### src/rtl/core/cpts_pkg.sv
// ----------------------------------------------------------------------------
// cpts_pkg: shared types and constants
// Item, configuration and result types and the command, step and register
// codes used by the pan tracking block.
// ----------------------------------------------------------------------------
package cpts_pkg;

  localparam logic [1:0] CMD_FRAME = 2'd0;
  localparam logic [1:0] CMD_BLOCK = 2'd1;
  localparam logic [1:0] CMD_TICK  = 2'd2;

  localparam logic [1:0] STEP_NONE = 2'd0;
  localparam logic [1:0] STEP_FWD  = 2'd1;
  localparam logic [1:0] STEP_BWD  = 2'd2;

  localparam logic [2:0] REG_STEP_LIMIT   = 3'd0;
  localparam logic [2:0] REG_LOST_TIMEOUT = 3'd1;
  localparam logic [2:0] REG_DEADBAND     = 3'd2;
  localparam logic [2:0] REG_DEG_PER_STEP = 3'd3;
  localparam logic [2:0] REG_GRACE        = 3'd4;

  localparam logic [6:0]  STEP_LIMIT_RST   = 7'd23;
  localparam logic [15:0] LOST_TIMEOUT_RST = 16'd50;
  localparam logic [9:0]  DEADBAND_RST     = 10'd240;
  localparam logic [7:0]  DEG_PER_STEP_RST = 8'd8;
  localparam logic [15:0] GRACE_RST        = 16'd1000;

  // Reciprocal of 319 scaled by 1200, in units of 2^-20, rounded up.
  localparam logic [21:0] ANGLE_RECIP = 22'd3944487;
  localparam int unsigned ANGLE_SHIFT = 20;
  localparam logic [10:0] ANGLE_OFFSET = 11'd600;
  localparam logic [8:0]  IMG_SPAN_COL = 9'd319;

  typedef struct packed {
    logic [1:0]  cmd;
    logic [31:0] time_ms;
    logic [15:0] target;
    logic [15:0] signature;
    logic [8:0]  block_x;
    logic [7:0]  block_y;
  } in_item_t;

  typedef struct packed {
    logic [1:0]         cmd;
    logic [31:0]        time_ms;
    logic [15:0]        target;
    logic [15:0]        signature;
    logic signed [10:0] angle_q4;
    logic [7:0]         block_y;
  } trk_item_t;

  typedef struct packed {
    logic [6:0]  step_limit;
    logic [15:0] lost_timeout_ms;
    logic [9:0]  deadband_q4;
    logic [7:0]  deg_per_step;
    logic [15:0] reacquire_grace_ms;
  } cfg_t;

  typedef struct packed {
    logic [1:0]         step;
    logic signed [7:0]  pan_position;
    logic signed [15:0] bearing_q4;
    logic [7:0]         ball_row;
    logic               visible;
  } out_item_t;

endpackage

### src/rtl/core/cpts_if.sv
// ----------------------------------------------------------------------------
// cpts_in_if / cpts_out_if: item channels
// Valid/ready channels for input items and result items.
// ----------------------------------------------------------------------------
interface cpts_in_if;
  logic        valid;
  logic        ready;
  logic [1:0]  cmd;
  logic [31:0] time_ms;
  logic [15:0] target;
  logic [15:0] signature;
  logic [8:0]  block_x;
  logic [7:0]  block_y;

  modport source (output valid, cmd, time_ms, target, signature, block_x, block_y,
                  input ready);
  modport sink (input valid, cmd, time_ms, target, signature, block_x, block_y,
                output ready);
endinterface

interface cpts_out_if;
  logic               valid;
  logic               ready;
  logic [1:0]         step;
  logic signed [7:0]  pan_position;
  logic signed [15:0] bearing_q4;
  logic [7:0]         ball_row;
  logic               visible;

  modport source (output valid, step, pan_position, bearing_q4, ball_row, visible,
                  input ready);
  modport sink (input valid, step, pan_position, bearing_q4, ball_row, visible,
                output ready);
endinterface

### src/rtl/core/cpts_angle.sv
// ----------------------------------------------------------------------------
// cpts_angle: ball angle stage
// Converts the block column to a bearing in 1/16 degree, truncated toward
// zero and saturated to 11 bits, and registers it with the item.
// ----------------------------------------------------------------------------
module cpts_angle (
  input  logic                clk,
  input  logic                en,
  input  cpts_pkg::in_item_t  item_i,
  output cpts_pkg::trk_item_t item_o
);
  import cpts_pkg::*;

  logic [30:0]        prod;
  logic [10:0]        quot;
  logic               exact;
  logic signed [11:0] diff;
  logic signed [10:0] angle;
  trk_item_t          item_r;

  always_comb begin
    prod  = 31'(item_i.block_x) * 31'(ANGLE_RECIP);
    quot  = prod[ANGLE_SHIFT +: 11];
    // The quotient is exact only at the first and last image columns.
    exact = (item_i.block_x == 9'd0) || (item_i.block_x == IMG_SPAN_COL);
    diff  = $signed({1'b0, quot}) - $signed({1'b0, ANGLE_OFFSET});
    if ((quot < ANGLE_OFFSET) && !exact) begin
      diff = diff + 12'sd1;
    end
    if (diff > 12'sd1023) begin
      angle = 11'sd1023;
    end else begin
      angle = diff[10:0];
    end
  end

  always_ff @(posedge clk) begin
    if (en) begin
      item_r.cmd       <= item_i.cmd;
      item_r.time_ms   <= item_i.time_ms;
      item_r.target    <= item_i.target;
      item_r.signature <= item_i.signature;
      item_r.angle_q4  <= angle;
      item_r.block_y   <= item_i.block_y;
    end
  end

  assign item_o = item_r;

endmodule

### src/rtl/core/cpts_track.sv
// ----------------------------------------------------------------------------
// cpts_track: tracking state and result logic
// Holds the target, ball and pan state, applies one item per enabled cycle
// and forms the result from the updated state.
// ----------------------------------------------------------------------------
module cpts_track (
  input  logic                clk,
  input  logic                rst_n,
  input  logic                en,
  input  cpts_pkg::trk_item_t item_i,
  input  cpts_pkg::cfg_t      cfg_i,
  output cpts_pkg::out_item_t res_o
);
  import cpts_pkg::*;

  logic [15:0]        target_r, target_nxt;
  logic signed [10:0] angle_r, angle_nxt;
  logic [7:0]         row_r, row_nxt;
  logic               found_r, found_nxt;
  logic               search_r, search_nxt;
  logic               fwd_r, fwd_nxt;
  logic signed [7:0]  pos_r, pos_nxt;
  logic [31:0]        last_r, last_nxt;

  logic signed [9:0]  lim;
  logic signed [9:0]  lim1;
  logic signed [9:0]  pos10;
  logic signed [9:0]  pos_abs;
  logic signed [11:0] angle_abs;
  logic [31:0]        elapsed;
  logic [31:0]        elapsed_nxt;
  logic [31:0]        timeout32;
  logic               do_move;
  logic               move_fwd;
  logic [1:0]         step;
  logic signed [17:0] scaled;
  logic signed [21:0] bearing;
  logic signed [15:0] bearing_sat;

  always_comb begin
    target_nxt = target_r;
    angle_nxt  = angle_r;
    row_nxt    = row_r;
    found_nxt  = found_r;
    search_nxt = search_r;
    fwd_nxt    = fwd_r;
    pos_nxt    = pos_r;
    last_nxt   = last_r;
    do_move    = 1'b0;
    move_fwd   = 1'b0;

    lim       = $signed({3'b000, cfg_i.step_limit});
    lim1      = lim - 10'sd1;
    pos10     = $signed({{2{pos_r[7]}}, pos_r});
    pos_abs   = (pos10 < 10'sd0) ? -pos10 : pos10;
    angle_abs = (angle_r < 11'sd0) ? -$signed({angle_r[10], angle_r})
                                   : $signed({angle_r[10], angle_r});
    timeout32 = {16'd0, cfg_i.lost_timeout_ms};
    elapsed   = item_i.time_ms - last_r;

    case (item_i.cmd)
      CMD_FRAME: begin
        if (item_i.target != target_r) begin
          target_nxt = item_i.target;
          last_nxt   = item_i.time_ms + {16'd0, cfg_i.reacquire_grace_ms};
        end
        if (pos10 > lim) begin
          pos_nxt = lim[7:0];
        end else if (pos10 < -lim) begin
          pos_nxt = 8'(-lim);
        end
      end
      CMD_BLOCK: begin
        if (item_i.signature == target_r) begin
          angle_nxt = item_i.angle_q4;
          row_nxt   = item_i.block_y;
          found_nxt = 1'b1;
          last_nxt  = item_i.time_ms;
        end
      end
      CMD_TICK: begin
        if (elapsed > timeout32) begin
          do_move = 1'b1;
          if (pos10 > lim1) begin
            search_nxt = 1'b1;
            fwd_nxt    = 1'b0;
            move_fwd   = 1'b0;
          end else if (pos10 < -lim1) begin
            search_nxt = 1'b1;
            fwd_nxt    = 1'b1;
            move_fwd   = 1'b1;
          end else if (!search_r) begin
            move_fwd = !(angle_r > 11'sd0);
          end else begin
            move_fwd = fwd_r;
          end
        end else if (found_r && !(pos_abs > lim1)) begin
          fwd_nxt    = 1'b1;
          search_nxt = 1'b0;
          found_nxt  = 1'b0;
          if (angle_abs >= $signed({2'b00, cfg_i.deadband_q4})) begin
            do_move  = 1'b1;
            move_fwd = !(angle_r > 11'sd0);
          end
        end
      end
      default: begin
      end
    endcase

    step = STEP_NONE;
    if (do_move) begin
      if (move_fwd) begin
        step = STEP_FWD;
        if (pos_r != 8'sd127) begin
          pos_nxt = pos_r + 8'sd1;
        end
      end else begin
        step = STEP_BWD;
        if (pos_r != -8'sd128) begin
          pos_nxt = pos_r - 8'sd1;
        end
      end
    end

    elapsed_nxt = item_i.time_ms - last_nxt;
    scaled      = $signed({pos_nxt[7], pos_nxt}) * $signed({1'b0, cfg_i.deg_per_step});
    bearing     = $signed({scaled, 4'b0000}) - 22'(angle_nxt);
    if (bearing > 22'sd32767) begin
      bearing_sat = 16'sd32767;
    end else if (bearing < -22'sd32768) begin
      bearing_sat = -16'sd32768;
    end else begin
      bearing_sat = bearing[15:0];
    end

    res_o.step         = step;
    res_o.pan_position = pos_nxt;
    res_o.bearing_q4   = bearing_sat;
    res_o.ball_row     = row_nxt;
    res_o.visible      = elapsed_nxt < timeout32;
  end

  always_ff @(posedge clk) begin
    if (!rst_n) begin
      target_r <= '0;
      angle_r  <= '0;
      row_r    <= '0;
      found_r  <= 1'b0;
      search_r <= 1'b0;
      fwd_r    <= 1'b1;
      pos_r    <= '0;
      last_r   <= '0;
    end else if (en) begin
      target_r <= target_nxt;
      angle_r  <= angle_nxt;
      row_r    <= row_nxt;
      found_r  <= found_nxt;
      search_r <= search_nxt;
      fwd_r    <= fwd_nxt;
      pos_r    <= pos_nxt;
      last_r   <= last_nxt;
    end
  end

endmodule

### src/rtl/core/camera_pan_track_search.sv
// Path: input register, ball angle register, then result register.
// Throughput: one item per cycle unless stalled; state update takes one a cycle.
// Each stage holds its item until the next stage has room, so a stalled
// result does not stop the input side until all three stages are full.
// Reset (rst_n low, synchronous) empties the pipeline, clears the tracking
// state, sets the sweep direction forward and loads register defaults.
// ----------------------------------------------------------------------------
// camera_pan_track_search: pan stepper tracking a colour-signature target
// Input register, ball angle stage, and tracking state with result register,
// plus the APB-style configuration registers.
// ----------------------------------------------------------------------------
module camera_pan_track_search (
  input  logic        clk,
  input  logic        rst_n,
  cpts_in_if.sink     in_ch,
  cpts_out_if.source  out_ch,
  input  logic        cfg_psel,
  input  logic        cfg_penable,
  input  logic        cfg_pwrite,
  input  logic [4:0]  cfg_paddr,
  input  logic [31:0] cfg_pwdata,
  output logic [31:0] cfg_prdata,
  output logic        cfg_pready
);
  import cpts_pkg::*;

  cfg_t      cfg_r;
  in_item_t  s1_item_r;
  logic      s1_v_r;
  logic      s2_v_r;
  logic      out_v_r;
  out_item_t out_item_r;
  trk_item_t s2_item;
  out_item_t res;
  logic      out_adv;
  logic      s2_rdy;
  logic      s2_go;
  logic      s1_rdy;
  logic      s1_go;
  logic      in_go;
  logic      cfg_wr;

  assign out_adv = !out_v_r || out_ch.ready;
  assign s2_go   = s2_v_r && out_adv;
  assign s2_rdy  = !s2_v_r || out_adv;
  assign s1_go   = s1_v_r && s2_rdy;
  assign s1_rdy  = !s1_v_r || s2_rdy;
  assign in_go   = in_ch.valid && s1_rdy;

  assign in_ch.ready = s1_rdy;

  always_ff @(posedge clk) begin
    if (!rst_n) begin
      s1_v_r  <= 1'b0;
      s2_v_r  <= 1'b0;
      out_v_r <= 1'b0;
    end else begin
      if (s1_rdy) begin
        s1_v_r <= in_ch.valid;
      end
      if (s2_rdy) begin
        s2_v_r <= s1_v_r;
      end
      if (out_adv) begin
        out_v_r <= s2_v_r;
      end
    end
  end

  always_ff @(posedge clk) begin
    if (in_go) begin
      s1_item_r.cmd       <= in_ch.cmd;
      s1_item_r.time_ms   <= in_ch.time_ms;
      s1_item_r.target    <= in_ch.target;
      s1_item_r.signature <= in_ch.signature;
      s1_item_r.block_x   <= in_ch.block_x;
      s1_item_r.block_y   <= in_ch.block_y;
    end
    if (s2_go) begin
      out_item_r <= res;
    end
  end

  cpts_angle u_angle (
    .clk    (clk),
    .en     (s1_go),
    .item_i (s1_item_r),
    .item_o (s2_item)
  );

  cpts_track u_track (
    .clk    (clk),
    .rst_n  (rst_n),
    .en     (s2_go),
    .item_i (s2_item),
    .cfg_i  (cfg_r),
    .res_o  (res)
  );

  assign out_ch.valid        = out_v_r;
  assign out_ch.step         = out_item_r.step;
  assign out_ch.pan_position = out_item_r.pan_position;
  assign out_ch.bearing_q4   = out_item_r.bearing_q4;
  assign out_ch.ball_row     = out_item_r.ball_row;
  assign out_ch.visible      = out_item_r.visible;

  assign cfg_pready = 1'b1;
  assign cfg_wr     = cfg_psel && cfg_penable && cfg_pwrite;

  always_ff @(posedge clk) begin
    if (!rst_n) begin
      cfg_r.step_limit         <= STEP_LIMIT_RST;
      cfg_r.lost_timeout_ms    <= LOST_TIMEOUT_RST;
      cfg_r.deadband_q4        <= DEADBAND_RST;
      cfg_r.deg_per_step       <= DEG_PER_STEP_RST;
      cfg_r.reacquire_grace_ms <= GRACE_RST;
    end else if (cfg_wr) begin
      case (cfg_paddr[4:2])
        REG_STEP_LIMIT:   cfg_r.step_limit         <= cfg_pwdata[6:0];
        REG_LOST_TIMEOUT: cfg_r.lost_timeout_ms    <= cfg_pwdata[15:0];
        REG_DEADBAND:     cfg_r.deadband_q4        <= cfg_pwdata[9:0];
        REG_DEG_PER_STEP: cfg_r.deg_per_step       <= cfg_pwdata[7:0];
        REG_GRACE:        cfg_r.reacquire_grace_ms <= cfg_pwdata[15:0];
        default: begin
        end
      endcase
    end
  end

  always_comb begin
    case (cfg_paddr[4:2])
      REG_STEP_LIMIT:   cfg_prdata = {25'd0, cfg_r.step_limit};
      REG_LOST_TIMEOUT: cfg_prdata = {16'd0, cfg_r.lost_timeout_ms};
      REG_DEADBAND:     cfg_prdata = {22'd0, cfg_r.deadband_q4};
      REG_DEG_PER_STEP: cfg_prdata = {24'd0, cfg_r.deg_per_step};
      REG_GRACE:        cfg_prdata = {16'd0, cfg_r.reacquire_grace_ms};
      default:          cfg_prdata = 32'd0;
    endcase
  end

endmodule

### src/flat_wrapper.sv
// flat-port wrapper written by rule: the top's interface ports become plain ports
module camera_pan_track_search_flat import cpts_pkg::*;
  (clk, rst_n, cfg_psel, cfg_penable, cfg_pwrite, cfg_paddr, cfg_pwdata, cfg_prdata, cfg_pready, in_ch_valid, in_ch_cmd, in_ch_time_ms, in_ch_target, in_ch_signature, in_ch_block_x, in_ch_block_y, in_ch_ready, out_ch_valid, out_ch_step, out_ch_pan_position, out_ch_bearing_q4, out_ch_ball_row, out_ch_visible, out_ch_ready);
  cpts_in_if in_ch_i ();
  cpts_out_if out_ch_i ();
  input  logic clk;
  input  logic rst_n;
  input  logic cfg_psel;
  input  logic cfg_penable;
  input  logic cfg_pwrite;
  input  logic [4:0] cfg_paddr;
  input  logic [31:0] cfg_pwdata;
  output logic [31:0] cfg_prdata;
  output logic cfg_pready;
  input wire logic [$bits(in_ch_i.valid)-1:0] in_ch_valid;
  input wire logic [$bits(in_ch_i.cmd)-1:0] in_ch_cmd;
  input wire logic [$bits(in_ch_i.time_ms)-1:0] in_ch_time_ms;
  input wire logic [$bits(in_ch_i.target)-1:0] in_ch_target;
  input wire logic [$bits(in_ch_i.signature)-1:0] in_ch_signature;
  input wire logic [$bits(in_ch_i.block_x)-1:0] in_ch_block_x;
  input wire logic [$bits(in_ch_i.block_y)-1:0] in_ch_block_y;
  output wire logic [$bits(in_ch_i.ready)-1:0] in_ch_ready;
  output wire logic [$bits(out_ch_i.valid)-1:0] out_ch_valid;
  output wire logic [$bits(out_ch_i.step)-1:0] out_ch_step;
  output wire logic [$bits(out_ch_i.pan_position)-1:0] out_ch_pan_position;
  output wire logic [$bits(out_ch_i.bearing_q4)-1:0] out_ch_bearing_q4;
  output wire logic [$bits(out_ch_i.ball_row)-1:0] out_ch_ball_row;
  output wire logic [$bits(out_ch_i.visible)-1:0] out_ch_visible;
  input wire logic [$bits(out_ch_i.ready)-1:0] out_ch_ready;
  assign in_ch_i.valid = in_ch_valid;
  assign in_ch_i.cmd = in_ch_cmd;
  assign in_ch_i.time_ms = in_ch_time_ms;
  assign in_ch_i.target = in_ch_target;
  assign in_ch_i.signature = in_ch_signature;
  assign in_ch_i.block_x = in_ch_block_x;
  assign in_ch_i.block_y = in_ch_block_y;
  assign in_ch_ready = in_ch_i.ready;
  assign out_ch_valid = out_ch_i.valid;
  assign out_ch_step = out_ch_i.step;
  assign out_ch_pan_position = out_ch_i.pan_position;
  assign out_ch_bearing_q4 = out_ch_i.bearing_q4;
  assign out_ch_ball_row = out_ch_i.ball_row;
  assign out_ch_visible = out_ch_i.visible;
  assign out_ch_i.ready = out_ch_ready;
  camera_pan_track_search u_core (.clk(clk), .rst_n(rst_n), .in_ch(in_ch_i), .out_ch(out_ch_i), .cfg_psel(cfg_psel), .cfg_penable(cfg_penable), .cfg_pwrite(cfg_pwrite), .cfg_paddr(cfg_paddr), .cfg_pwdata(cfg_pwdata), .cfg_prdata(cfg_prdata), .cfg_pready(cfg_pready));
endmodule
### config.mk
export PLATFORM = sky130hd
export DESIGN_NAME = camera_pan_track_search_flat
export DESIGN_NICKNAME = d
export VERILOG_FILES = /design/src/rtl/core/cpts_pkg.sv /design/src/rtl/core/cpts_if.sv /design/src/rtl/core/cpts_angle.sv /design/src/rtl/core/cpts_track.sv /design/src/rtl/core/camera_pan_track_search.sv /design/src/flat_wrapper.sv
export SDC_FILE = /design/constraint.sdc
export NUM_CORES = 1
export LEC_CHECK = 0
export BUFFER_PORTS_ARGS = -buffer_cell sky130_fd_sc_hd__buf_2
export CORE_MARGIN = 10
export CORE_UTILIZATION = 40
export CTS_CLUSTER_DIAMETER = 200
export DETAILED_ROUTE_END_ITERATION = 16
export PLACE_DENSITY = 0.64
export SLEW_MARGIN = 20
export SYNTH_ARGS = -nofsm -noshare
export SYNTH_HDL_FRONTEND = slang
export SYNTH_SLANG_ARGS = --single-unit
### constraint.sdc
create_clock -name clk -period 28 [get_ports clk]
set_input_delay 4.2 -clock clk [delete_from_list [all_inputs] [get_ports clk]]
set_output_delay 4.2 -clock clk [all_outputs]
set_load 0.01 [all_outputs]
-- Word level (Yosys, flattened, before mapping)
Cells that the tools add are included.
- add/subtract/negate cells: 13
- reduce and logical (&&, ||, !) cells: 30
- eq/ne operators: 15
- multiplexer cells: 41
- order comparisons: 15
- shift-type cells: 0
- divide/modulo/power cells: 0
- bitwise operators: 0
- multiply operators: 2
- operators by type and width (operator ; count):
    $pmux W16 S5 ; 1
    $mux W8 ; 9
    $mux W32 ; 2
    $pmux W32 S2 ; 1
    $sub A32 B32 Y32 ; 2
    $add A32 B16 Y32 ; 1
    $gt A32 B16 Y1 ; 1
    $lt A32 B16 Y1 ; 1
    $mul A9 B22 Y31 const B ; 1
    $mux W12 ; 2
    $gt A22 B16 Y1 const B ; 1
    $lt A22 B16 Y1 const B ; 1
    $mux W11 ; 2
    $sub A21 B11 Y22 ; 1
    $lt A8 B10 Y1 ; 2
    $mux W1 ; 20
    $neg A8 Y10 ; 2
    $mul A8 B9 Y17 ; 1
    $eq A16 B16 Y1 ; 1
    $gt A8 B8 Y1 ; 2
    $mux W16 ; 1
    $ne A16 B16 Y1 ; 1
    $ne A8 B8 Y1 const B ; 2
    $add A12 B2 Y12 const B ; 1
    other kinds (35) ; 57
- RAM bits: 0
- input port bits: 127
- memories kept: 0
- bits in read-only memories: 0
- output and inout bits: 70
- register bits after elaboration: 341
- bits in latches: 0
- word-level logic and storage cells: 149

-- Logic depth before layout (Yosys ltp)
Gate-level depths: netlist (run 1).
- word-level depth: 14
- gate-level depth with buffers: 52
- mapped depth without buffers: 50

-- Hierarchy
A second synthesis (run 1) with hierarchy kept.
- cells, all modules: 3088
- area total of the unflattened synthesis: 27966.8 um^2
- modules (own cells, without submodules) (module ; cells an instance ; area each (um^2) ; seq. area each (um^2) ; instances):
    cpts_track ; 2145 ; 15454.8 ; 1561.5 ; 1
    camera_pan_track_search ; 433 ; 6508.7 ; 4744.6 ; 1
    cpts_angle ; 510 ; 6003.3 ; 2552.4 ; 1

-- Worst setup path after synthesis (run 1)
OpenSTA, ideal clock, no wires.
- path type: input port to flip-flop
- start point: in out_ch_ready
- end point: reg u_core.u_angle.item_r, in the netlist u_core.u_angle.item_o[0] (enable)
- slack: 16885 ps
- buffers on the path: 0
- data arrival time: 10457 ps
- setup time: 658 ps
- data required time: 27342 ps
- stages: 2
- path through: nor2b_1 a21boi_0
- longest elaborated chain between the ends: 3
- RTL lines (element ; line ; RTL):
    from (decl) ; flat_wrapper.sv:29 ; input wire logic [$bits(out_ch_i.ready)-1:0] out_ch_ready;
    $logic_or A1 B1 Y1 ; camera_pan_track_search.sv:43 ; assign out_adv = !out_v_r || out_ch.ready;
    $logic_or A1 B1 Y1 ; camera_pan_track_search.sv:45 ; assign s2_rdy = !s2_v_r || out_adv;
    $logic_and A1 B1 Y1 ; camera_pan_track_search.sv:46 ; assign s1_go = s1_v_r && s2_rdy;
    net u_core.s1_go ; camera_pan_track_search.sv:39 ; logic s1_go;
    to (decl) ; cpts_angle.sv:19 ; trk_item_t item_r;
The timed path passes the listed nets, and every way through them passes these cells.
A chain may end at the register's enable or synchronous reset.

==> impl_metrics.env, run 1 <==
export IMPL_status="completed"
export IMPL_synth_top_area_share_pct=22.3
export IMPL_hp_class="flip-flop to flip-flop"
export IMPL_synth_area_leaders="edfxtp_1 (22%), ha_1 (15%), dfxtp_1 (10%)"
export IMPL_die_width_um=281
export IMPL_hold_viol=0
export IMPL_synthArstFlopShare_pct=0
export IMPL_fin_crit_ps=12370
export IMPL_critPathRequiredTime_ps=28260
export IMPL_dieArea_sq_mm=0.0791
export IMPL_cts_buffers=42
export IMPL_num_rows=95
export IMPL_syn2layout_area_growth_pct=11.3
export IMPL_cp_arrival_ps=12640
export IMPL_root_buffer="clkbuf_16"
export IMPL_seq_area_sq_mm=0.00886
export IMPL_fillCellCount=6570
export IMPL_routabilityCongestion=0.915
export IMPL_core_sq_mm=0.0674
export IMPL_fin_cells=4085
export IMPL_grt_pass1_wl_um=120000
export IMPL_slew_viol_final=0
export IMPL_cp_max_fo=15
export IMPL_dpl_hpwl_um=57700
export IMPL_netSwitchingPower_mw=0.709
export IMPL_whs_ps=396
export IMPL_ys_warnings_count=0
export IMPL_grt_antenna_before_repair=19
export IMPL_power_leakage_nw=12.7
export IMPL_period_share_pct=44.2
export IMPL_ant_nets=0
export IMPL_dr_first_iter_drc_count=1634
export IMPL_layout_commonest_cell="ha_1"
export IMPL_p_sw_share_pct=36.9
export IMPL_fin_total_pwr_mw=1.92
export IMPL_final_setup_tns_ps=0
export IMPL_final_area_sq_mm=0.0304
export IMPL_die_height_um=281
export IMPL_synth_cells=3053
export IMPL_grt_overflow_total=0
export IMPL_cap_viol_max_count=0
export IMPL_cts_resized=0
export IMPL_power_frac_comb_pct=39.8
export IMPL_clk_path_buf_depth=3
export IMPL_p_int_mw=1.21
export IMPL_remaining_drc_errors=0
export IMPL_htreeDepth=2
export IMPL_synth_top_flop_cell="edfxtp_1"
export IMPL_grt_setup_unrepaired="no"
export IMPL_cts_tree="built"
export IMPL_dp_worst_setup_slack_ps=15800
export IMPL_final_util_pct=45.1
export IMPL_ioPinCount=197
export IMPL_fin_skew_ps=31.6
export IMPL_grt_pass1_vias=21500
export IMPL_pwr_density_cell_mw_per_mm2=63.3
export IMPL_fin_ws_ps=15630
export IMPL_io_buffers=161
export IMPL_synth_top_cell_by_area="edfxtp_1"
export IMPL_cts_clk_slew_worst_paths_ps=60
export IMPL_ys_types=103
export IMPL_ys_seq_elements=341
export IMPL_wirelength_um=75600
export IMPL_cts_setup_buffers=0
export IMPL_synth_enable_flop_cells=203
export IMPL_yosysSeqAreaShare_pct=32.4
export IMPL_syn_avg_cell_area_sq_um=8.95
export IMPL_dpl_cell_area_sq_mm=0.0290
export IMPL_start_kind="flip-flop"
export IMPL_grt_max_degree=83
export IMPL_clock_sinks=341
export IMPL_setup_violations=0
export IMPL_routedWlPerCell_um=18.5
export IMPL_first_pass_iters=6
export IMPL_ir_drop_v=0.0000540
export IMPL_relSlewSlack_pct=25.5
export IMPL_syn_area_sq_mm=0.0273
export IMPL_start_util_pct=40.5
export IMPL_critical_path_class="flip-flop to flip-flop"
export IMPL_cpPeakStageDelay_ps=920
export IMPL_clk_latency_ps=600
export IMPL_multiInputGateArea_sq_mm=0.0170
export IMPL_power_share_sequential_pct=31.5
export IMPL_dr_total_vias=22600
export IMPL_fin_nets=3684
export IMPL_cpMostUsedCell="a21oi_1"
export IMPL_clock_fmax_mhz=80.8
export IMPL_path_delay_family="compound AO/OA/AOI/OAI gates"
export IMPL_power_clock_fraction_pct=28.8
export IMPL_setup_worst_path_end_class="flip-flop"
export IMPL_path_buf_inv=4
export IMPL_crit_path_top_delay_cell="o41ai_2"
export IMPL_grt_usage_pct=18.8
export IMPL_layout_drive_gt1_share_pct=10.0
export IMPL_mostFrequentLayoutCells="ha_1 (317), nand2_1 (313), inv_1 (265), a21oi_1 (253), nor2_1 (222)"
export IMPL_via_per_inst=5.54
export IMPL_cts_hold_buf=0
export IMPL_dp_cells=4003
export IMPL_worstMarginPinSlew_ps=1110
[worst paths after layout]
path	endpoint	cells past startpoint	slack, ps	startpoint
setup reg to reg	u_core.out_ch.bearing_q4[1]	43	15630	u_core.u_angle.item_o[57]
setup / recovery	u_core.out_ch.bearing_q4[1]	43	15630	u_core.u_angle.item_o[57]
hold reg to reg	u_core.u_angle.item_o[58]	0	400	u_core.s1_item_r[56]
hold / removal	u_core.u_angle.item_o[58]	0	400	u_core.s1_item_r[56]
[worst register-to-register path, delay by kind of cell, from the launching register on]
family	cells	cell delay [ps]
and+or+nand+nor	12	2770
buffers and inverters	4	380
xor gates and xnor gates	3	400
AOI/OAI and AO/OA	16	4630
adders and majority gates	8	3390
DFF	1	500
[layer usage]
layer  vias to the layer above  wire, um  GRT usage, %  share of wire (%)
met5                         -        99             0               0.13
met3                       130      5810          4.39                7.7
met1                     10600     34500          25.7                 46
met4                        16      1920          5.32                2.5
met2                       684     33300          29.4                 44
li1                      11200         -             -                  -
[flip-flops by register name, summed over array words and instances, names as in the netlist, 2 cells and up]
| signal | cells |
|---|---|
| u_core.u_angle.item_o | 85 |
| u_core.s1_item_r | 83 |
| u_core.cfg_r | 57 |
| u_core.u_track.last_r | 32 |
| u_core.out_ch.bearing_q4 | 16 |
| u_core.u_track.target_r | 16 |
| u_core.u_track.angle_r | 11 |
| u_core.out_ch.ball_row | 8 |
| u_core.out_ch.pan_position | 8 |
| u_core.u_track.pos_r | 8 |
| u_core.u_track.row_r | 8 |
| u_core.out_ch.step | 2 |
[power groups by stage]
stage          combinational [mW]  sequential [mW]  clock (mW)
2_1_floorplan               0.603            0.611           0
3_3_place_gp                0.754            0.615           0
3_5_place_dp                0.760            0.616           0
4_1_cts                     0.765            0.605       0.566
5_1_grt                     0.875            0.608       0.587
6_report                    0.764            0.605       0.553
[synthesized netlist by cell type (all sizes together), types with 44 or more instances]
cell type / n
a21oi: 255
edfxtp: 203
fa: 66
clkbuf: 100
nor2: 224
mux2i: 49
nand3: 78
a21o: 44
nand2: 313
inv: 268
dfxtp: 138
o21ai: 151
xnor2: 129
ha: 317
[layout make-up]
type / count / area share (%)
multi-input cells: 2335 / 56.0
flip-flops and latches: 341 / 29.1
clock buffers: 54 / 3.71
well taps: 873 / 3.59
inverters: 268 / 3.32
repair buffers: 186 / 3.27
clock inverters: 24 / 0.918
diodes: 4 / 0.0329
[cells by family after synthesis]
group	count (synthesis)	synth area share [%]
and+or+nand+nor	891	15.4
AOI/OAI and AO/OA	818	19.6
buffers and inverters	394	5.70
adders and majority gates	384	19.4
DFF	341	32.4
xor gates and xnor gates	168	5.39
muxes	55	2.04
other	2	0.0275
No activity file was read; power rests on OpenSTA's default activity.
==> inputs of run 2 (changes only) <==
PLACE_DENSITY = 0.66   (was 0.64)
clock period = 10.5 ns   (was 28 ns; I/O delays follow)
==> run 2 against run 1 <==
The run now ends with negative setup slack left. Combinational power increased to 2.9 times the previous value. Setup slack worse by 16000 ps. Routed wire length increased by 3.9%. Sequential share of layout area fell by 1.8 points. Sequential power rose to 2.7 times the previous value. Via count rose by 3.6%. Final area is 6.5% higher. Non-clock buffer count increased by 194. Register-to-register slack got worse by 16000 ps. Critical path depth rose by 8. Maximum frequency increased by 16%. First-iteration DRC count rose by 2.9%. Largest cell class unchanged.
==> impl_metrics.env, run 2 (synthesized netlist as in run 1, its figures left out) <==
export IMPL_violations="negative setup slack"
export IMPL_fin_nets=3877
export IMPL_start_util_pct=40.5
export IMPL_die_width_um=281
export IMPL_power_leakage_nw=13.7
export IMPL_fin_skew_ps=15.8
export IMPL_clock_sinks=341
export IMPL_routedWlPerCell_um=18.4
export IMPL_pwr_density_cell_mw_per_mm2=164
export IMPL_clock_fmax_mhz=93.6
export IMPL_critPathRequiredTime_ps=10830
export IMPL_fillCellCount=6339
export IMPL_hp_start="u_core.s1_item_r[29]"
export IMPL_grt_setup_unrepaired="yes"
export IMPL_ir_drop_v=0.000128
export IMPL_cp_depth=51
export IMPL_dr_total_vias=23500
export IMPL_relSlewSlack_pct=28.0
export IMPL_grt_pass1_vias=22800
export IMPL_r2r_cells=51
export IMPL_hold_depth=0
export IMPL_cpPeakStageDelay_ps=520
export IMPL_hp_class="flip-flop to flip-flop"
export IMPL_ioPinCount=197
export IMPL_root_buffer="clkbuf_16"
export IMPL_layout_commonest_cell="nand2_1"
export IMPL_cts_tree="built"
export IMPL_core_sq_mm=0.0674
export IMPL_path_delay_family="compound AO/OA/AOI/OAI gates"
export IMPL_first_pass_iters=5
export IMPL_remaining_drc_errors=0
export IMPL_cpMostUsedCell="a21oi_2"
export IMPL_status="finished with violations"
export IMPL_cp_arrival_ps=11010
export IMPL_via_per_inst=5.49
export IMPL_critical_path_class="flip-flop to flip-flop"
export IMPL_cts_buffers=41
export IMPL_largest_reg_flops=85
export IMPL_clk_latency_ps=580
export IMPL_dp_worst_setup_slack_ps=-514
export IMPL_start_kind="flip-flop"
export IMPL_dpl_hpwl_um=60100
export IMPL_r2r_start="u_core.u_angle.item_o[58]"
export IMPL_dr_first_iter_drc_count=1682
export IMPL_mostFrequentLayoutCells="nand2_1 (312), ha_1 (306), inv_1 (259), a21oi_1 (236), nor2_1 (219)"
export IMPL_routabilityCongestion=0.959
export IMPL_grt_pass1_wl_um=124000
export IMPL_num_rows=95
export IMPL_syn2layout_area_growth_pct=18.5
export IMPL_grt_overflow_total=0
export IMPL_path_buf_inv=10
export IMPL_wirelength_um=78500
export IMPL_hold_viol=0
export IMPL_ant_nets=0
export IMPL_setup_worst_path_end_class="flip-flop"
export IMPL_die_height_um=281
export IMPL_crit_path_top_delay_cell="fa_1"
export IMPL_grt_antenna_before_repair=11
export IMPL_dieArea_sq_mm=0.0791
export IMPL_fin_total_pwr_mw=5.31
export IMPL_grt_max_degree=87
export IMPL_cap_viol_max_count=0
export IMPL_setup_violations=15
export IMPL_fin_crit_ps=10680
export IMPL_io_buffers=161
export IMPL_htreeDepth=2
export IMPL_grt_usage_pct=19.5
export IMPL_slew_viol_final=0
export IMPL_cp_max_fo=7
export IMPL_period_share_pct=102
export IMPL_cts_clk_slew_worst_paths_ps=60
export IMPL_worstMarginPinSlew_ps=1080
export IMPL_crit_start="u_core.u_angle.item_o[58]"
export IMPL_layout_drive_gt1_share_pct=17.5
export IMPL_clk_path_buf_depth=3
export IMPL_fin_ws_ps=-179
[run 2: what timing repair did]
action                     in CTS  in global routing
buffers inserted               14                 15
resized for setup              50                 74
cloned                          2                  0
setup endpoints to repair      16                 16
hold buffers                    0                  0
pin swaps                      20                 48
[run 2: final cells by class]
type,instances,area [sq um],area share (%)
inverter,268,1010,3.13
antenna,2,5.00,0.0155
tap,873,1090,3.37
multi-input combinational,2335,17500,54.2
clock buffer,55,1170,3.62
timing repair buffer,380,2490,7.70
clock inverter,21,204,0.630
sequential,341,8860,27.4
[run 2: final timing paths]
| kind | slack (ps) | to |
|---|---|---|
| max reg2reg | -180 | u_core.out_ch.bearing_q4[11] |
| max | -180 | u_core.out_ch.bearing_q4[11] |
| min reg2reg | 410 | u_core.u_angle.item_o[31] |
| min | 410 | u_core.u_angle.item_o[31] |
[run 2: through the flow]
| step | std cells | TNS (ps) | util, % | hold slack, ps | area, sq um |
|---|---|---|---|---|---|
| finish | 4275 | -2210 | 48.0 | 414 | 32400 |
| floorplan | 3070 | 0 | - | 400 | 27400 |
| detailed placement | 4166 | -7690 | 44.8 | 405 | 30200 |
| global placement | 4166 | -4960 | 44.8 | 402 | 30200 |
| CTS | 4258 | 0 | 47.4 | 415 | 31900 |
| global route | 4273 | -10010 | 48.0 | 422 | 32400 |
[run 2: layer usage]
metal / vias to the layer above / GRT usage, % / wire [um]
met2: 737 / 31.2 / 35100
li1: 11600 / - / -
met4: 18 / 5.73 / 2060
met1: 11000 / 25.7 / 34900
met3: 127 / 4.67 / 6350
met5: - / 0 / 108
[run 2: report_power, final]
part | internal [mW] | total (mW) | switching, mW | leakage (nW)
logic | 0.962 | 2.25 | 1.29 | 10.0
registers | 1.56 | 1.61 | 0.0523 | 3.05
clock network | 0.828 | 1.45 | 0.623 | 0.687
total | 3.35 | 5.31 | 1.97 | 13.7
==> inputs of run 3 (changes only) <==
ABC_AREA = 1   (was not set)
==> run 3 against run 2 <==
The flow now finishes without violations. Global-route usage about the same. Final area grew 0.44%. Sequential share of layout area down 0.11 points. Combinational power down 15%. Utilization down 2.4 points. Worst hold slack got worse by 3.9 ps. First-iteration DRC count up 11%. Sequential power barely moved. Power is 6.5% lower. Clock power is essentially flat. Via count grew 9.3%. Critical path type unchanged.
==> impl_metrics.env, run 3 <==
export IMPL_final_setup_tns_ps=0
export IMPL_fin_total_pwr_mw=4.97
export IMPL_cts_buffers=41
export IMPL_mostFrequentLayoutCells="nand2_1 (797), inv_1 (594), nor2_1 (317), ha_1 (312), a21oi_1 (311)"
export IMPL_wirelength_um=82500
export IMPL_period_share_pct=93.1
export IMPL_setup_violations=0
export IMPL_start_kind="flip-flop"
export IMPL_largest_reg_flops=85
export IMPL_fin_skew_ps=28.6
export IMPL_clock_fmax_mhz=102
export IMPL_syn_avg_cell_area_sq_um=7.51
export IMPL_clk_latency_ps=600
export IMPL_ys_warnings_count=0
export IMPL_yosysMostFrequentCell="nand2_1"
export IMPL_relSlewSlack_pct=26.7
export IMPL_clk_path_buf_depth=3
export IMPL_power_leakage_nw=15.4
export IMPL_cts_tree="built"
export IMPL_htreeDepth=2
export IMPL_cp_max_fo=15
export IMPL_hold_viol=0
export IMPL_layout_commonest_cell="nand2_1"
export IMPL_critPathRequiredTime_ps=10830
export IMPL_cpPeakStageDelay_ps=560
export IMPL_first_pass_iters=5
export IMPL_clock_sinks=341
export IMPL_grt_pass1_vias=24400
export IMPL_fin_nets=4538
export IMPL_setup_worst_path_end_class="flip-flop"
export IMPL_dpl_hpwl_um=65400
export IMPL_power_clock_fraction_pct=29.4
export IMPL_final_area_sq_mm=0.0325
export IMPL_synthArstFlopShare_pct=0
export IMPL_cp_arrival_ps=10100
export IMPL_power_share_sequential_pct=32.0
export IMPL_start_util_pct=40.2
export IMPL_crit_path_top_delay_cell="fa_1"
export IMPL_die_width_um=288
export IMPL_cap_viol_max_count=0
export IMPL_ys_seq_elements=341
export IMPL_hp_class="flip-flop to flip-flop"
export IMPL_grt_pass1_wl_um=130000
export IMPL_dpl_cell_area_sq_mm=0.0309
export IMPL_critical_path_class="flip-flop to flip-flop"
export IMPL_ant_nets=0
export IMPL_syn_area_sq_mm=0.0287
export IMPL_grt_antenna_before_repair=1
export IMPL_layout_drive_gt1_share_pct=9.97
export IMPL_ys_types=56
export IMPL_via_per_inst=5.12
export IMPL_routabilityCongestion=0.935
export IMPL_synth_area_leaders="edfxtp_1 (21%), ha_1 (14%), nand2_1 (11%)"
export IMPL_dr_first_iter_drc_count=1868
export IMPL_synth_cells=3815
export IMPL_yosysSeqAreaShare_pct=30.9
export IMPL_cts_clk_slew_worst_paths_ps=60
export IMPL_grt_max_degree=86
export IMPL_syn2layout_area_growth_pct=13.4
export IMPL_grt_usage_pct=19.5
export IMPL_routedWlPerCell_um=16.5
export IMPL_whs_ps=410
export IMPL_netSwitchingPower_mw=1.89
export IMPL_cpMostUsedCell="nand2_1"
export IMPL_remaining_drc_errors=0
export IMPL_status="completed"
export IMPL_p_int_mw=3.08
export IMPL_grt_overflow_total=0
export IMPL_slew_viol_final=0
export IMPL_root_buffer="clkbuf_16"
export IMPL_num_rows=98
export IMPL_ir_drop_v=0.000140
export IMPL_die_height_um=288
export IMPL_fillCellCount=7087
export IMPL_core_sq_mm=0.0712
export IMPL_synth_top_area_share_pct=21.3
export IMPL_ioPinCount=197
export IMPL_synth_common_cells="nand2_1 (806), inv_1 (597), nor2_1 (322)"
export IMPL_power_frac_comb_pct=38.5
export IMPL_worstMarginPinSlew_ps=1090
export IMPL_synth_top_cell_by_area="edfxtp_1"
export IMPL_p_sw_share_pct=38.1
export IMPL_synth_top_flop_cell="edfxtp_1"
export IMPL_dieArea_sq_mm=0.0828
export IMPL_pwr_density_cell_mw_per_mm2=153
export IMPL_dr_total_vias=25700
export IMPL_io_buffers=161
export IMPL_fin_crit_ps=9770
export IMPL_synth_enable_flop_cells=203
## run 3: cell types whose count changed after synthesis, sizes merged, moves of 40 or more
cell   previous run  this run
o21ai           151       306
nor2            224       331
xor2             39        95
and3             42         2
nand2           313       827
a21oi           255       313
nand3            78       163
xnor2           129        52
mux2i            49         3
inv             268       601
## run 3: per-stage QoR
stage                     std cells  util (%)  worst slack (ps)
after global placement         4924      43.3               448
after global routing           5012      45.6             -18.2
after CTS                      5000      45.3               381
after floorplan                3832         -              1510
final                          5012      45.6               727
after detailed placement       4924      43.3               450
## run 3: per-layer routing
metal	routed length, um	vias up	track usage, %	share of wire [%]
met4	3120	0	7.66	3.8
li1	-	13100	-	-
met2	37500	764	31.8	46
met5	0	-	0	0
met1	36600	11700	25.6	44
met3	5180	133	3.03	6.3
## run 3: cell families (layout without fill, tap and decap cells)
group,count (synthesis),in the layout,synth area share (%)
and+or+nand+nor,1462,1462,21.5
AOI/OAI and AO/OA,778,778,15.1
buffers and inverters,699,928,9.44
adders and majority gates,383,383,18.4
DFF,341,341,30.9
xor gates and xnor gates,147,147,4.49
muxes,3,3,0.105
other,2,20,0.0262
## run 3: timing repair
action / 4_1_cts / 5_1_grt
endpoints found under the setup margin: 0 / 16
setup buffers: 0 / 11
resized for setup: 0 / 36
hold buffers: 0 / 0
## run 3: path summary, 6_finish.rpt
| path | from | cells after the start | to | slack [ps] |
|---|---|---|---|---|
| worst min register to register | u_core.s1_item_r[34] | 0 | u_core.u_angle.item_o[36] | 410 |
| worst min-delay path | u_core.s1_item_r[34] | 0 | u_core.u_angle.item_o[36] | 410 |
| worst max-delay path | u_core.u_angle.item_o[51] | 59 | u_core.out_ch.bearing_q4[12] | 730 |
| worst max register to register | u_core.u_angle.item_o[51] | 59 | u_core.out_ch.bearing_q4[12] | 730 |
## run 3: layout make-up
| class | instances | area [sq um] | share of cell area [%] |
|---|---|---|---|
| multi-input cells | 2792 | 17300 | 53.3 |
| flip-flops and latches | 341 | 8860 | 27.3 |
| inverters | 607 | 2290 | 7.04 |
| repair buffers | 245 | 1440 | 4.43 |
| well taps | 950 | 1190 | 3.66 |
| clock buffers | 49 | 1110 | 3.40 |
| clock inverters | 27 | 294 | 0.904 |
| diodes | 1 | 2.50 | 0.00770 |
## run 3: worst max-delay path, delay by kind of cell (launching register included)
family	cells	cell delay (ps)
AOI/OAI and AO/OA	6	990
xor gates and xnor gates	2	390
adders and majority gates	9	3560
buffers and inverters	10	1040
DFF	1	430
and+or+nand+nor	32	3120
## run 3: power by group through the flow
stage          registers (mW)  logic, mW  clock network (mW)
6_report                 1.59       1.92                1.46
5_1_grt                  1.60       2.21                1.56
4_1_cts                  1.59       1.90                1.51
3_5_place_dp             1.62       1.89                   0
3_3_place_gp             1.62       1.87                   0
2_1_floorplan            1.61       1.41                   0
